## src/hdl/dnws_pkg.sv

```systemverilog
`timescale 1ns / 1ps
// ----------------------------------------------------------------------------
// dnws_pkg
// Types and constants shared by the directional window search and its cells.
// ----------------------------------------------------------------------------
package dnws_pkg;

  // request kinds
  typedef enum logic {
    REQ_WRITE = 1'b0,
    REQ_QUERY = 1'b1
  } req_kind_t;

  // search directions
  typedef enum logic [1:0] {
    DIR_UP    = 2'd0,
    DIR_DOWN  = 2'd1,
    DIR_LEFT  = 2'd2,
    DIR_RIGHT = 2'd3
  } dir_t;

  // control states of the top level
  typedef enum logic [1:0] {
    S_IDLE,
    S_ORIGIN,
    S_SCAN,
    S_HOLD
  } state_t;

  // configuration register indexes
  localparam logic CFG_SCREEN_WIDTH  = 1'b0;
  localparam logic CFG_SCREEN_HEIGHT = 1'b1;

  localparam logic [14:0] SCREEN_WIDTH_RESET  = 15'd1920;
  localparam logic [14:0] SCREEN_HEIGHT_RESET = 15'd1080;
  localparam logic [17:0] SCORE_MAX           = 18'h3FFFF;

  // input request
  typedef struct packed {
    logic               req_type;
    logic [5:0]         entry_index;
    logic signed [15:0] rect_x;
    logic signed [15:0] rect_y;
    logic [14:0]        rect_w;
    logic [14:0]        rect_h;
    logic               entry_usable;
    logic [7:0]         entry_skip_flags;
    logic [1:0]         direction;
    logic [7:0]         skip_mask;
  } req_t;

  // result
  typedef struct packed {
    logic        found;
    logic [5:0]  found_index;
    logic [17:0] best_score;
  } rsp_t;

  // entry write broadcast to the cells, with derived edges and centers
  typedef struct packed {
    logic               we;
    logic [5:0]         index;
    logic signed [15:0] x;
    logic signed [15:0] y;
    logic signed [16:0] cx;
    logic signed [16:0] cy;
    logic signed [16:0] fx;
    logic signed [16:0] fy;
    logic               usable;
    logic [7:0]         flags;
  } entry_wr_t;

  // query token handed from cell to cell
  typedef struct packed {
    logic               valid;
    logic [1:0]         dir;
    logic [7:0]         mask;
    logic [5:0]         origin;
    logic signed [16:0] o_main;
    logic signed [16:0] o_lead;
    logic signed [16:0] o_sec;
    logic [13:0]        pen;
    logic               have;
    logic [17:0]        best;
    logic [5:0]         best_i;
  } token_t;

  // position plus half the size
  function automatic logic signed [16:0] center17(input logic signed [15:0] pos,
                                                  input logic [14:0] len);
    center17 = {pos[15], pos} + {3'b000, len[14:1]};
  endfunction

  // position plus the full size
  function automatic logic signed [16:0] far17(input logic signed [15:0] pos,
                                               input logic [14:0] len);
    far17 = {pos[15], pos} + {2'b00, len};
  endfunction

endpackage

```

## src/hdl/dnws_cell.sv

```systemverilog
`timescale 1ns / 1ps
// ----------------------------------------------------------------------------
// dnws_cell
// One table entry: stores its rectangle and scores the passing query token.
// ----------------------------------------------------------------------------
module dnws_cell #(
  parameter int CELL_INDEX = 0
) (
  input  logic               clk,
  input  logic               rst,
  input  dnws_pkg::entry_wr_t wr,
  input  dnws_pkg::token_t    tok_in,
  output dnws_pkg::token_t    tok_out
);
  import dnws_pkg::*;

  logic signed [15:0] x;
  logic signed [15:0] y;
  logic signed [16:0] cx;
  logic signed [16:0] cy;
  logic signed [16:0] fx;
  logic signed [16:0] fy;
  logic               usable;
  logic [7:0]         flags;

  logic               vert;
  logic               fwd;
  logic signed [16:0] main_c;
  logic signed [16:0] main_lead;
  logic signed [16:0] sec_lo;
  logic signed [16:0] sec_hi;
  logic signed [16:0] sec_c;
  logic signed [17:0] dmain;
  logic signed [17:0] dpos;
  logic signed [17:0] dsec;
  logic [16:0]        dabs;
  logic               outside;
  logic [18:0]        score_sum;
  logic [17:0]        score;
  logic               eligible;
  logic               take;
  token_t             tok_next;

  // hold the entry; only the usable bit is cleared by reset
  always_ff @(posedge clk) begin
    if (rst) begin
      usable <= 1'b0;
    end else if (wr.we && (int'(wr.index) == CELL_INDEX)) begin
      usable <= wr.usable;
    end
  end

  always_ff @(posedge clk) begin
    if (wr.we && (int'(wr.index) == CELL_INDEX)) begin
      x     <= wr.x;
      y     <= wr.y;
      cx    <= wr.cx;
      cy    <= wr.cy;
      fx    <= wr.fx;
      fy    <= wr.fy;
      flags <= wr.flags;
    end
  end

  // pick the axes for the token's direction
  always_comb begin
    vert      = (tok_in.dir == DIR_UP) || (tok_in.dir == DIR_DOWN);
    fwd       = (tok_in.dir == DIR_DOWN) || (tok_in.dir == DIR_RIGHT);
    main_c    = vert ? cy : cx;
    if (fwd) begin
      main_lead = vert ? fy : fx;
    end else begin
      main_lead = vert ? {y[15], y} : {x[15], x};
    end
    sec_lo    = vert ? {x[15], x} : {y[15], y};
    sec_hi    = vert ? fx : fy;
    sec_c     = vert ? cx : cy;
  end

  // score this entry against the origin
  always_comb begin
    if (fwd) begin
      dmain = {main_c[16], main_c} - {tok_in.o_main[16], tok_in.o_main};
      dpos  = {main_lead[16], main_lead} - {tok_in.o_lead[16], tok_in.o_lead};
    end else begin
      dmain = {tok_in.o_main[16], tok_in.o_main} - {main_c[16], main_c};
      dpos  = {tok_in.o_lead[16], tok_in.o_lead} - {main_lead[16], main_lead};
    end
    dsec      = {tok_in.o_sec[16], tok_in.o_sec} - {sec_c[16], sec_c};
    dabs      = dsec[17] ? 17'(-dsec) : dsec[16:0];
    outside   = (tok_in.o_sec < sec_lo) || (tok_in.o_sec > sec_hi);
    score_sum = {2'b00, dmain[16:0]} + (outside ? {5'd0, tok_in.pen} : 19'd0)
              + {2'b00, dabs};
    score     = score_sum[18] ? SCORE_MAX : score_sum[17:0];
    eligible  = tok_in.valid && usable && (CELL_INDEX != int'(tok_in.origin))
              && ((flags & tok_in.mask) == 8'd0)
              && !dmain[17] && !dpos[17] && (dpos != 18'sd0);
    take      = eligible && (!tok_in.have || (score < tok_in.best));
  end

  // keep the first lowest score
  always_comb begin
    tok_next = tok_in;
    if (take) begin
      tok_next.have   = 1'b1;
      tok_next.best   = score;
      tok_next.best_i = 6'(CELL_INDEX);
    end
  end

  // advance the token to the next cell
  always_ff @(posedge clk) begin
    if (rst) begin
      tok_out.valid <= 1'b0;
    end else begin
      tok_out.valid <= tok_in.valid;
    end
  end

  always_ff @(posedge clk) begin
    tok_out.dir    <= tok_next.dir;
    tok_out.mask   <= tok_next.mask;
    tok_out.origin <= tok_next.origin;
    tok_out.o_main <= tok_next.o_main;
    tok_out.o_lead <= tok_next.o_lead;
    tok_out.o_sec  <= tok_next.o_sec;
    tok_out.pen    <= tok_next.pen;
    tok_out.have   <= tok_next.have;
    tok_out.best   <= tok_next.best;
    tok_out.best_i <= tok_next.best_i;
  end

endmodule

```

## config.mk

```make
export PLATFORM = sky130hd
export DESIGN_NAME = dnws_cell
export DESIGN_NICKNAME = d
export VERILOG_FILES = /design/src/hdl/dnws_pkg.sv /design/src/hdl/dnws_cell.sv
export SDC_FILE = /design/constraint.sdc
export NUM_CORES = 1
export LEC_CHECK = 0
export BUFFER_PORTS_ARGS = -buffer_cell sky130_fd_sc_hd__buf_2
export CAP_MARGIN = 20
export CORE_ASPECT_RATIO = 1.25
export CORE_MARGIN = 1
export CORE_UTILIZATION = 45
export CTS_BUF_LIST = sky130_fd_sc_hd__clkbuf_16
export CTS_CLUSTER_SIZE = 40
export DETAILED_ROUTE_END_ITERATION = 8
export PLACE_DENSITY = 0.8
export SETUP_SLACK_MARGIN = 0.4
export SLEW_MARGIN = 20
export SYNTH_ARGS = -nofsm -noshare
export SYNTH_HDL_FRONTEND = slang
export SYNTH_SLANG_ARGS = --single-unit
export TNS_END_PERCENT = 5
```

## constraint.sdc

```tcl
create_clock -name clk -period 15 [get_ports clk]
set_clock_uncertainty 0.1 [all_clocks]
set_input_delay 3 -clock clk [delete_from_list [all_inputs] [get_ports clk]]
set_output_delay 3 -clock clk [all_outputs]
set_load 0.01 [all_outputs]
```

==> results.md <==
- Fillers: 2,666
- Met3 Use GR: under 10%
- Clock sink total: between 200 and 250
- Netlist cell types: 74
- FMAX: 85.82 MHz
- CP peak stage delay: about 0.67 ns
- Core Region: 0.03012 mm^2
- Total nets after synthesis: 1,705
- DIE AREA: between 0.03 and 0.04 mm^2
- Total power draw: roughly 2.0 mW
- Vias per Instance: 5.481
- DP Area: 0.01582 mm^2
- Most Used Layer, Global Route: met2
- Placement Setup Slack: approximately 2.8 ns
- Clock transition at path regs: 0.06 ns
- Clock root buffer: clkbuf_16
- Antenna-violating nets left: 0
- Mapped Area: 0.01377 mm^2
- WHS: 0.4038 ns
- Power Dens Cells: 119.0 mW/mm^2
- Finished Cell Area: 0.01655 mm^2
- Starting Density: between 40% and 50%
- Final slew viol count: 0
- Gpl congestion: 0.9191
- CTS H-tree depth: 1
- Met2 Use GR: 41.62%
- Hold Crit Class: flip-flop to flip-flop
- # setup viols final: 0
- GR Overflow Total: 0
- Worst setup EP type: flip-flop
- Max-cap violation count: 0
- Top Ports: 332
- WS Path Type: primary input to flip-flop
- Vias in the first global route: 11,230
- Post-synth EDFFs: 108
- DRC: 0
- Post-cts gate resize count: 0
- Commonest cells after routing, fill and taps aside: 330 x buf_2, 156 x ha_1, 126 x inv_1
- Drt pass-1 iters: 5
- Synthesized instance count: between 1,000 and 1,500
- Register bit total from synthesis: 216
- Crit start category: primary input
- Fin Setup TNS: 0 ns
- CTS tree: yes
- CP arrival: 11.95 ns
- Rows: 71
- DP HPWL: 30.01 mm
- Chip width: between 150 and 200 um
- Routed vias: approximately 11,000
- Worst Tran Pin Value: 0.9111 ns
- Most common cell after layout, fill and taps aside: buf_2
- Slew headroom: 39.26%
- Final wirelength: 37.15 mm
- Final Hold Fails: 0
- Outcome: finished, final reports clean
- Worst-Skew Late Latency: around 0.52 ns
- Max VDD drop: 0.09668 mV
- CP Data Required Time: 15.30 ns
- CP Max Fanout: 56
- FF+latch area: 0.005405 mm^2
- TritonCTS Buffers: 22
- First-pass GRT wire length: around 58 mm
- Drt wl/cell: approximately 18 um
- Minimum clock period: 11.65 ns
- Setup Fix Bufs, Post-CTS: 0
- Initial antenna violation count: 2
- Slowest cell on crit path: buf_4
- Area growth from synthesis to layout: 20.21%
- Synth warn: 0
- Top_reg_cell synth: edfxtp_1
- Seq/Total Area, Yosys: 39.26%
- IO buf count: roughly 330
- Die Ht: 197.6 um
- Fin nets: 2,023
- Hold buffers post-CTS: 0
- Met1 GRT Util: 28.27%
- Max clock buf depth: 3
- RSZ-0062 raised after global routing: false
- Largest net degree at the start of global routing: between 70 and 80
- Multi-input gate area: 0.007775 mm^2
- Starting DRT DRC Count: 653
- Final period util: between 70 and 80%
- Fin worst setup slack: 3.348 ns
- Gr usage total: 23.68%
- Layout cell share with drive strength beyond 1: around a quarter
- Ys async rst share: 0%
- Avg Inst Size Synth: 10.56 um^2
- Pleak: 7.678 nW
## power by group
group	internal [mW]	switching, mW
Combinational	0.331	0.455
Sequential	0.636	0.00478
Clock	0.313	0.228
Total	1.28	0.688
## flip-flops by register name, indices dropped and copies added, names as in the netlist
name,count
tok_out,107
cx,17
cy,17
fx,17
fy,17
x,16
y,16
flags,8
usable,1
## final cells by class
cell class / instances / share of cell area (%)
multi-input cells: 925 / 46.98
well taps: 401 / 3.031
diodes: 2 / 0.03024
clock inverters: 17 / 0.8542
clock buffers: 23 / 3.477
repair buffers: 335 / 10.21
inverters: 122 / 2.767
flip-flops and latches: 216 / 32.66
## through the flow
stage | instances | utilization [%]
6_report | 2041 | 54.96
3_5_place_dp | 1999 | 52.53
3_3_place_gp | 1999 | 52.51
5_1_grt | 2041 | 54.96
4_1_cts | 2039 | 54.91
2_1_floorplan | 1304 | -
## Yosys cell counts (11+ instances only)
library cell,n,area (um^2)
o21bai_1,12,90.09
nand3_1,23,115.1
mux4_2,17,382.9
o21a_1,11,82.58
ha_1,156,1952
clkbuf_1,26,97.59
o21ai_0,50,250.2
nor2_1,60,225.2
a211oi_1,18,135.1
edfxtp_1,108,3243
xnor2_1,40,350.3
and2_1,21,131.4
fa_1,20,400.4
mux2_1,14,157.7
a21o_1,51,382.9
nor2b_1,15,93.84
mux2_2,27,304.0
dfxtp_1,108,2162
nand2_1,61,229.0
xor2_1,19,166.4
nand4_1,14,87.58
mux2i_1,56,560.5
a21oi_1,87,435.4
inv_1,121,454.2
nor3_1,14,70.07
o31ai_1,12,90.09
## kinds of logic after synthesis
group           after synthesis  share of synthesized area [%]
compound gates              323                          15.95
xor+xnor                     59                          3.753
fa+ha+maj                   176                          17.08
buf+inv                     163                          4.489
flops                       216                          39.26
mux                         114                          10.21
simple gates                253                          9.260
## critical path, delay by kind of cell
kind            cells  cell delay [ns]
fa+ha+maj           5             1.81
simple gates        8             1.03
compound gates     14             4.18
mux                 2             0.70
buf+inv             2             1.18
## routing by layer
layer / wire, um / vias up
met5: 0 / -
met4: 1314 / 0
met3: 2383 / 81
met2: 18260 / 428
met1: 15190 / 5272
li1: - / 5406
## path summary, 6_finish.rpt
path,start,endpoint,slack [ns],cells after the start
setup / recovery,tok_in[105],tok_out[21],3.35,31
hold / removal,usable,usable,0.40,2
setup reg to reg,cx[0],tok_out[21],6.55,30
hold reg to reg,usable,usable,0.40,2
(Power assumes the default switching activity.)
